### src/hw/rtl/bpd_pkg.sv
// Shared constants and status codes of the byte pair decoder.
`default_nettype none

package bpd_pkg;

    localparam int unsigned DEF_MAX_PAIRS = 127;
    localparam int unsigned DEF_MAX_RUN   = 64;

    localparam logic [7:0] DELIM    = 8'hFF;
    localparam logic [7:0] SYM_BASE = 8'h80;

    // Symbol index and pair count share the 7 low bits of a byte.
    localparam int unsigned IDX_W = 7;

    typedef enum logic [1:0] {
        ST_DATA    = 2'd0,
        ST_TRUNC   = 2'd1,
        ST_NODELIM = 2'd2
    } t_status;

endpackage

`default_nettype wire

### src/hw/rtl/byte_pair_decoder_core.sv
// Byte pair decoder top level: header table build and stack-based symbol expansion.
//
// Takes a compressed file one byte per request. Header bytes before the first
// 0xFF fill the pair table (pair i defines symbol 0x80+i); later bytes are
// literals or symbols, which expand depth-first through a stack memory. A
// data byte is accepted and then expanded step by step: a plain byte on top is
// emitted, after which the next stack entry is popped unless the run ends; a
// symbol on top reads the table, then pushes its second byte while its first
// byte becomes the new top. Output stalls hold the expansion. The table and
// stack memories are single-port with registered reads. An expansion longer
// than MAX_RUN bytes stops after MAX_RUN bytes with status 1 on its last
// byte. End of file before any delimiter gives one result with status 2. End
// of file returns the block to its reset state once the byte is done. No
// clearing pass is needed.
`default_nettype none

module byte_pair_decoder_core #(
    parameter int unsigned MAX_PAIRS = bpd_pkg::DEF_MAX_PAIRS,
    parameter int unsigned MAX_RUN   = bpd_pkg::DEF_MAX_RUN
) (
    input  wire logic       i_clk,
    input  wire logic       i_rst_n,
    input  wire logic       i_s_axis_tvalid,
    output logic            o_s_axis_tready,
    input  wire logic [7:0] i_s_axis_tdata,   // [7:0] in_byte
    input  wire logic       i_s_axis_tlast,   // end_of_file
    output logic            o_m_axis_tvalid,
    input  wire logic       i_m_axis_tready,
    output logic [7:0]      o_m_axis_tdata,   // [7:0] out_byte
    output logic            o_m_axis_tlast,   // run_last
    output logic [1:0]      o_m_axis_tuser    // [1:0] status
);

    localparam int unsigned IW  = bpd_pkg::IDX_W;
    localparam int unsigned TAW = (MAX_PAIRS > 1) ? $clog2(MAX_PAIRS) : 1;
    localparam int unsigned SPW = $clog2(MAX_PAIRS + 1);
    localparam int unsigned RW  = $clog2(MAX_RUN + 1);

    typedef enum logic [1:0] {
        S_IDLE,
        S_TOS,
        S_TBL,
        S_POP
    } t_state;

    // Entry is {expand flag, byte}; symbols expand only below the given limit.
    function automatic logic [8:0] make_entry(input logic [7:0] b, input logic [IW-1:0] lim);
        make_entry = {b[7] && (b[IW-1:0] < lim), b};
    endfunction

    t_state            r_state;
    logic              r_in_data;
    logic [IW-1:0]     r_pair_cnt;
    logic              r_half;
    logic [7:0]        r_held;
    logic              r_eof;
    logic [SPW-1:0]    r_depth;
    logic [RW-1:0]     r_run;
    logic [8:0]        r_tos;

    logic              r_ovalid;
    logic [7:0]        r_obyte;
    logic              r_olast;
    bpd_pkg::t_status  r_ostatus;

    // Pair table and expansion stack memories.
    logic [15:0]     tbl_mem [MAX_PAIRS];
    logic [8:0]      stk_mem [MAX_PAIRS];
    logic [15:0]     r_tbl_rd;
    logic [8:0]      r_stk_rd;

    logic            out_free;
    logic            in_acc;
    logic            tbl_we;
    logic            tbl_re;
    logic            stk_we;
    logic            stk_re;
    logic [TAW-1:0]  stk_waddr;
    logic [TAW-1:0]  stk_raddr;
    logic [SPW-1:0]  depth_dec;
    logic            run_full;
    logic            emit_last;
    logic [8:0]      child_lo;
    logic [8:0]      child_hi;

    assign out_free        = !r_ovalid || i_m_axis_tready;
    assign o_s_axis_tready = (r_state == S_IDLE) && out_free;
    assign in_acc          = i_s_axis_tvalid && o_s_axis_tready;

    assign o_m_axis_tvalid = r_ovalid;
    assign o_m_axis_tdata  = r_obyte;
    assign o_m_axis_tlast  = r_olast;
    assign o_m_axis_tuser  = r_ostatus;

    assign depth_dec = r_depth - SPW'(1);
    assign run_full  = (r_run == RW'(MAX_RUN - 1));
    assign emit_last = (r_depth == '0) || run_full;
    assign child_lo  = make_entry(r_tbl_rd[7:0], r_tos[IW-1:0]);
    assign child_hi  = make_entry(r_tbl_rd[15:8], r_tos[IW-1:0]);
    assign stk_waddr = r_depth[TAW-1:0];
    assign stk_raddr = depth_dec[TAW-1:0];

    always_comb begin
        tbl_we = in_acc && !r_in_data && (i_s_axis_tdata != bpd_pkg::DELIM) && r_half
                 && (r_pair_cnt < IW'(MAX_PAIRS));
        tbl_re = (r_state == S_TOS) && r_tos[8];
        stk_we = (r_state == S_TBL);
        stk_re = (r_state == S_TOS) && !r_tos[8] && out_free && !emit_last;
    end

    always_ff @(posedge i_clk) begin
        if (tbl_we) begin
            tbl_mem[r_pair_cnt[TAW-1:0]] <= {r_held, i_s_axis_tdata};
        end
        if (tbl_re) begin
            r_tbl_rd <= tbl_mem[r_tos[TAW-1:0]];
        end
    end

    always_ff @(posedge i_clk) begin
        if (stk_we) begin
            stk_mem[stk_waddr] <= child_lo;
        end
        if (stk_re) begin
            r_stk_rd <= stk_mem[stk_raddr];
        end
    end

    always_ff @(posedge i_clk) begin
        if (!i_rst_n) begin
            r_state    <= S_IDLE;
            r_in_data  <= 1'b0;
            r_pair_cnt <= '0;
            r_half     <= 1'b0;
            r_eof      <= 1'b0;
            r_depth    <= '0;
            r_run      <= '0;
            r_ovalid   <= 1'b0;
        end else begin
            if (r_ovalid && i_m_axis_tready) begin
                r_ovalid <= 1'b0;
            end
            unique case (r_state)
                S_IDLE: begin
                    if (in_acc) begin
                        if (r_in_data) begin
                            r_tos   <= make_entry(i_s_axis_tdata, r_pair_cnt);
                            r_depth <= '0;
                            r_run   <= '0;
                            r_eof   <= i_s_axis_tlast;
                            r_state <= S_TOS;
                        end else begin
                            priority if (i_s_axis_tdata == bpd_pkg::DELIM) begin
                                r_in_data <= 1'b1;
                                r_half    <= 1'b0;
                            end else if (r_half) begin
                                if (r_pair_cnt < IW'(MAX_PAIRS)) begin
                                    r_pair_cnt <= r_pair_cnt + IW'(1);
                                end
                                r_half <= 1'b0;
                            end else begin
                                r_held <= i_s_axis_tdata;
                                r_half <= 1'b1;
                            end
                            if (i_s_axis_tlast) begin
                                if (i_s_axis_tdata != bpd_pkg::DELIM) begin
                                    r_ovalid  <= 1'b1;
                                    r_obyte   <= 8'h00;
                                    r_olast   <= 1'b1;
                                    r_ostatus <= bpd_pkg::ST_NODELIM;
                                end
                                r_in_data  <= 1'b0;
                                r_pair_cnt <= '0;
                                r_half     <= 1'b0;
                            end
                        end
                    end
                end
                S_TOS: begin
                    if (r_tos[8]) begin
                        r_state <= S_TBL;
                    end else if (out_free) begin
                        r_ovalid  <= 1'b1;
                        r_obyte   <= r_tos[7:0];
                        r_olast   <= emit_last;
                        r_ostatus <= (run_full && (r_depth != '0)) ? bpd_pkg::ST_TRUNC
                                                                  : bpd_pkg::ST_DATA;
                        if (emit_last) begin
                            r_state <= S_IDLE;
                            if (r_eof) begin
                                r_in_data  <= 1'b0;
                                r_pair_cnt <= '0;
                                r_half     <= 1'b0;
                            end
                        end else begin
                            r_depth <= depth_dec;
                            r_run   <= r_run + RW'(1);
                            r_state <= S_POP;
                        end
                    end
                end
                S_TBL: begin
                    // Second byte stays in memory, first byte becomes the new top.
                    r_depth <= r_depth + SPW'(1);
                    r_tos   <= child_hi;
                    r_state <= S_TOS;
                end
                S_POP: begin
                    r_tos   <= r_stk_rd;
                    r_state <= S_TOS;
                end
                default: r_state <= S_IDLE;
            endcase
        end
    end

endmodule

`default_nettype wire

### config.mk
export PLATFORM = sky130hd
export DESIGN_NAME = byte_pair_decoder_core
export DESIGN_NICKNAME = d
export VERILOG_FILES = /design/src/hw/rtl/bpd_pkg.sv /design/src/hw/rtl/byte_pair_decoder_core.sv
export SDC_FILE = /design/constraint.sdc
export NUM_CORES = 2
export LEC_CHECK = 0
export BUFFER_PORTS_ARGS = -buffer_cell sky130_fd_sc_hd__buf_2
export CAP_MARGIN = 20
export CORE_UTILIZATION = 50
export CTS_CLUSTER_SIZE = 14
export DETAILED_ROUTE_END_ITERATION = 10
export HOLD_SLACK_MARGIN = 0.03
export PLACE_DENSITY = 0.68
export SLEW_MARGIN = 20
export SYNTH_ARGS = -nofsm -noshare
export SYNTH_HDL_FRONTEND = slang
export SYNTH_SLANG_ARGS = --single-unit
export TNS_END_PERCENT = 100
### constraint.sdc
create_clock -name i_clk -period 7 [get_ports i_clk]
set_input_delay 0.35 -clock i_clk [delete_from_list [all_inputs] [get_ports i_clk]]
set_output_delay 0.35 -clock i_clk [all_outputs]
set_load 0.005 [all_outputs]
Yosys cells after proc, flatten, opt, wreduce, memory -nomap -nowiden
Memories as Yosys holds them, arrays and structs flattened. A register that Yosys moved wholly into a read port is not among the register bits.
Index checks and enable logic that the tools add are counted.
- register bits after elaboration: 55
- logic and storage cells: 163
- RAM bits: 3175
- input bits: 13
- output and inout bits: 13
- memories: 2
- memories (memory ; words ; bits a word ; rd ports ; clocked after memory_dff ; write ports ; RTL line ; source):
    tbl_mem ; 127 ; 16 ; 1 ; 1 ; 1 ; byte_pair_decoder_core.sv:67 ; logic [15:0] tbl_mem [MAX_PAIRS];
    stk_mem ; 127 ; 9 ; 1 ; 1 ; 1 ; byte_pair_decoder_core.sv:68 ; logic [8:0] stk_mem [MAX_PAIRS];
- bitwise gates (word level): 3
- add/sub/neg operators: 4
- $lt $le $gt $ge: 4
- equality and inequality tests: 20
- reductions and logical operators: 38
- multiplexer cells: 79
- operators by type and width (cell ; count):
    7-bit 2-to-1 mux ; 18
    8-bit 2-to-1 mux ; 6
    1-bit 2-to-1 mux ; 31
    7-bit one-hot mux with 2 select lines ; 2
    9-bit one-hot mux with 3 select lines ; 1
    6-bit AND reduction ; 4
    2-bit 2-to-1 mux ; 11
    7-bit by 1-bit adder with 7-bit output, second input constant ; 3
    7-bit < comparator ; 3
    7-bit one-hot mux with 3 select lines ; 1
    9-bit 2-to-1 mux ; 2
    2-bit != test, second input constant ; 9
    8-bit one-hot mux with 2 select lines ; 1
    1-bit logical AND ; 15
    10-bit AND reduction ; 1
    3-bit != test, second input constant ; 3
    8-bit == test, second input constant ; 1
    8-bit != test, second input constant ; 1
    1-bit one-hot mux with 2 select lines ; 4
    8-bit AND reduction ; 1
    7-bit by 6-bit == test with 1-bit output, second input constant ; 1
    7-bit zero test ; 1
    7-bit < comparator, second input constant ; 1
    7-bit AND reduction ; 1
    other kinds (17) ; 26

Logic depth before layout (Yosys ltp)
- depth after elaboration: 10
- depth in mapped cells: 15
- gate-level depth less buffers: 9

Least setup slack after synthesis
Ideal clock, no wire load.
- kind: register -> register
- from: register r_tbl_rd[1], read port of tbl_mem
- to: memory stk_mem[0][8], data pin
- setup slack: -0.384 ns
- cell stages (with the launch flop): 8
- data arrival time: 6.498 ns
- clock period less this slack: 7.384 ns
- setup time: 0.886 ns
- required time: 6.114 ns
- cells stage by stage: edfxtp_1 ha_1 a21o_1 a21o_1 a21o_1 a21o_1 a21o_1 a21oi_1
- longest elaborated chain between the ends: 2
- ends and longest elaborated chain (what ; RTL line ; source):
    from (decl) ; byte_pair_decoder_core.sv:69 ; logic [15:0] r_tbl_rd;
    7-bit < comparator ; byte_pair_decoder_core.sv:48 ; make_entry = {b[7] && (b[IW-1:0] < lim), b};
    1-bit logical AND ; byte_pair_decoder_core.sv:48 ;
    named net child_lo[8] ; byte_pair_decoder_core.sv:83 ; logic [8:0] child_lo;
    to (decl) ; byte_pair_decoder_core.sv:68 ;
The timed path passes the listed nets, and every way through them passes these cells.

Worst setup path after layout
- from: register r_depth[0]
- to: register r_stk_rd[4], read port of stk_mem, data pin
- longest elaborated chain between the ends: 4
- elaborated cells between the ends (all ways): 5
- classes of those cells: add/sub: 1; reduce/logical: 4
- ends and longest elaborated chain (what ; RTL line ; source):
    from (decl) ; byte_pair_decoder_core.sv:57 ; logic [SPW-1:0] r_depth;
    from (signal assigned) ; byte_pair_decoder_core.sv:196 ; r_depth <= depth_dec;
    from (signal assigned) ; byte_pair_decoder_core.sv:204 ; r_depth <= r_depth + SPW'(1);
    branches (longest 4 deep; another with 7-bit by 1-bit subtractor with 7-bit output) ; n/a ;
    to (decl) ; byte_pair_decoder_core.sv:70 ; logic [8:0] r_stk_rd;
Several ways; the timed one is not identified.
A chain may end at the register's enable or synchronous reset.

==> impl_metrics.toml <==
[status]
status = "complete, no violations"

[synth]
seq_area_frac_synth_pct = 77.31
synth_edf_count = 3228
netlist_top_cells_area = "edfxtp_1 (77%), mux4_2 (15%), mux2i_1 (1.3%), nor2_1 (0.97%), nand2_1 (0.88%)"
syn_nets = 5821
async_flop_share_pct = 0
ys.flop_type = "edfxtp_1"
synth.largest_area_cell = "edfxtp_1"
synth_top_cell_area_share_pct = 76.88
synth.avg_cell_area_um2 = 21.81
syn_area_um2 = 126100
syn-instance-count = 5780
synth_seq_cells = 3255
yosys_warnings = 0
synth_cell_type_count = 68

[global_routing]
grt_use_met1_pct = 32.64
busiest_layer = "met2"
grt_max_degree = 125
grt.overflow.total = 0
use_met2_pct = 37.28
grt.total_usage_pct = 23.45
grt_pass1_wl_um = 432500
grt_pass1_vias = 61063
met3_usage_pct = 4.418
antenna_found_initial = 9

[die]
num_rows = 183
die_h_um = 504.2
boundaryPins = 26
die_w_um = 504.2
coreArea_um2 = 249600
dieArea_um2 = 254200
initial_core_util_pct = 50.52

[critical_path]
cp_common_cell = "nor4_1"
crit_chain = "inv_1 > ha_4 > buf_12 > mux4_2 > mux2i_1 > a211oi_1 > nor4_1 > nor4_1"
cp_slowest_cell = "ha_4"
start_kind = "flop"
crit_type = "flop to flop"
regToRegSetupSlack_ns = 1.99
crit_required_ns = 7.65
cp.arrival_ns = 5.67
worstSetupEndpointType = "flop"
crit_fanout = 108
max_stage_delay_ns = 0.92

[detailed_routing]
wl_um = 299400
postRouteAntennaNets = 0
drt_iter0_markers = 7776
drcViolationCount = 0
drtPass1Iterations = 6
post_drt_via_cell_ratio = 6.294
post_drt_wl_per_cell_um = 30.90
via_count = 60987

[placement]
dp_hpwl_um = 174300
io_buffers = 25
numPlacedInstances = 9092
globalplace.congestion = 0.8882

[timing]
fin_tns_setup_ns = 0
relSlewSlack_pct = 13.81
slew_violations = 0
finalSetupViolCount = 0
fin_crit_ns = 5.011
period_share_pct = 71.59
hold_viol = 0
clock_skew_ns = 0.07196
tightest_slew_ns = 1.288
rsz0062_at_grt = "false"
timing.fmax_ghz = 0.1996

[clock_tree]
cts-htree-levels = 5
cts-buffers-inserted = 340
root_buffer = "clkbuf_16"
clockBufferDepth = 4
post_cts_resized = 0
cts_tree = "built"
cts_sinks = 3255
path_clk_slew_ns = 0.06
post_cts_buffers = 0
hold_buffers = 8
clk_latency_ns = 0.95

[pwr]
p_per_area_nw_per_um2 = 316.4
peakVddDrop_mv = 0.2766
p_leak_nw = 43.93

[final_layout]
syn_to_final_growth_pct = 12.37
drive_above_1_share_pct = 26.01
final_nets = 6155
fin_cells = 9690
final_util_pct = 56.77
nFillCells = 18050

[min_path]
hp-class = "input port to flop"

[run]
cap_violations = 0
-- metal layers --
| metal | up-vias | part of all wire (%) |
|---|---|---|
| met5 | - | 0.0043 |
| met1 | 32342 | 39 |
| met2 | 3113 | 49 |
| li1 | 24919 | - |
| met4 | 2 | 3.9 |
| met3 | 611 | 8.6 |
-- critical path: cells and delay by family, from the launching register on --
| family | cells | cell delay [ns] |
|---|---|---|
| adders and majority gates | 1 | 0.92 |
| AOI/OAI and AO/OA | 1 | 0.22 |
| muxes | 2 | 0.75 |
| buffers and inverters | 2 | 0.80 |
| and+or+nand+nor | 2 | 0.97 |
| DFF | 1 | 0.81 |
-- state kept, by name (all words and copies together), names as in the netlist, 2 cells and up --
signal	flops
tbl_mem	2032
stk_mem	1143
r_tbl_rd	16
r_stk_rd	9
r_tos	9
o_m_axis_tdata	8
r_held	8
r_depth	7
r_pair_cnt	7
r_run	7
o_m_axis_tuser	2
r_state	2
-- Yosys cell counts, drive strengths merged (3+ instances only) --
library cell / count
edfxtp: 3228
mux4: 845
nor2: 326
nand2: 296
buf: 183
mux2i: 166
clkbuf: 130
nand3: 87
a22oi: 64
a211oi: 44
a21oi: 38
a31oi: 37
a32oi: 32
o21ai: 32
o22ai: 30
ha: 28
dfxtp: 27
nand4: 24
o211ai: 21
inv: 20
nor4: 20
nor3: 11
xor2: 10
a21o: 9
and3: 9
nand2b: 7
xnor2: 7
and2: 5
nor2b: 5
a211o: 3
a311oi: 3
mux2: 3
o21a: 3
-- logic make-up (layout without fill, tap and decap cells) --
kind of cell	count (synthesis)	in the layout	share of synthesized area [%]
compound gates	329	329	1.837
buf+inv	335	911	1.323
simple gates	802	802	2.681
flops	3255	3255	77.31
mux	1014	1014	16.44
xor+xnor	17	17	0.1360
fa+ha+maj	28	28	0.2779
other cells	0	4	0
-- power breakdown --
group	switching (mW)	total (mW)	internal [mW]	leakage [nW]
clock	7.20	17.0	9.83	5.13
combinational	3.66	5.82	2.15	9.56
sequential	0.109	22.0	21.9	29.2
-- placed cells by master, fill, tap and decap left out, drive strengths merged, types with 10 or more instances in the layout --
cell and count:
mux2i 166, nor2 326, ha 28, edfxtp 3228, nand2 296, mux4 845
inv 34, o211ai 21, clkbuf 396, a32oi 32, nor3 11, nor4 20
xor2 10, a211oi 44, o22ai 30, dfxtp 27, nand3 87, a31oi 37
buf 297, a21oi 38, clkinv 147, nand4 24, a22oi 64, bufinv 24
o21ai 32
-- stage by stage --
step	setup slack [ns]	instance area [um^2]	hold slack, ns	total power, mW
after floorplan	1.410	126100	0.4489	26.10
after global placement	2.135	131100	0.4832	28.11
after detailed placement	2.164	131200	0.4942	28.20
after CTS	2.201	141600	0.1023	45.05
after global routing	1.919	141700	0.1125	46.04
final	1.989	141700	0.1433	44.83
-- final timing paths --
path                                 from                  endpoint  depth (start not counted)
setup / recovery  r_depth[0]$_SDFFE_PN0P_     r_stk_rd[4]$_DFFE_PP_                          8
hold / removal          i_s_axis_tdata[4]  tbl_mem[76][4]$_DFFE_PP_                          2
setup reg to reg  r_depth[0]$_SDFFE_PN0P_     r_stk_rd[4]$_DFFE_PP_                          8
hold reg to reg       r_half$_SDFFE_PN0P_       r_half$_SDFFE_PN0P_                          2
-- layout make-up --
class	instances	area [um^2]	share of cell area (%)
flip-flops and latches	3255	97480	68.80
clock buffers	396	8782	6.199
well taps	3330	4167	2.941
repair buffers	305	2497	1.763
inverters	22	90.09	0.06359
clock inverters	188	1587	1.120
multi-input cells	2190	27070	19.10
diodes	4	10.01	0.007065
Note: power is estimated with default switching activity, not from simulation.
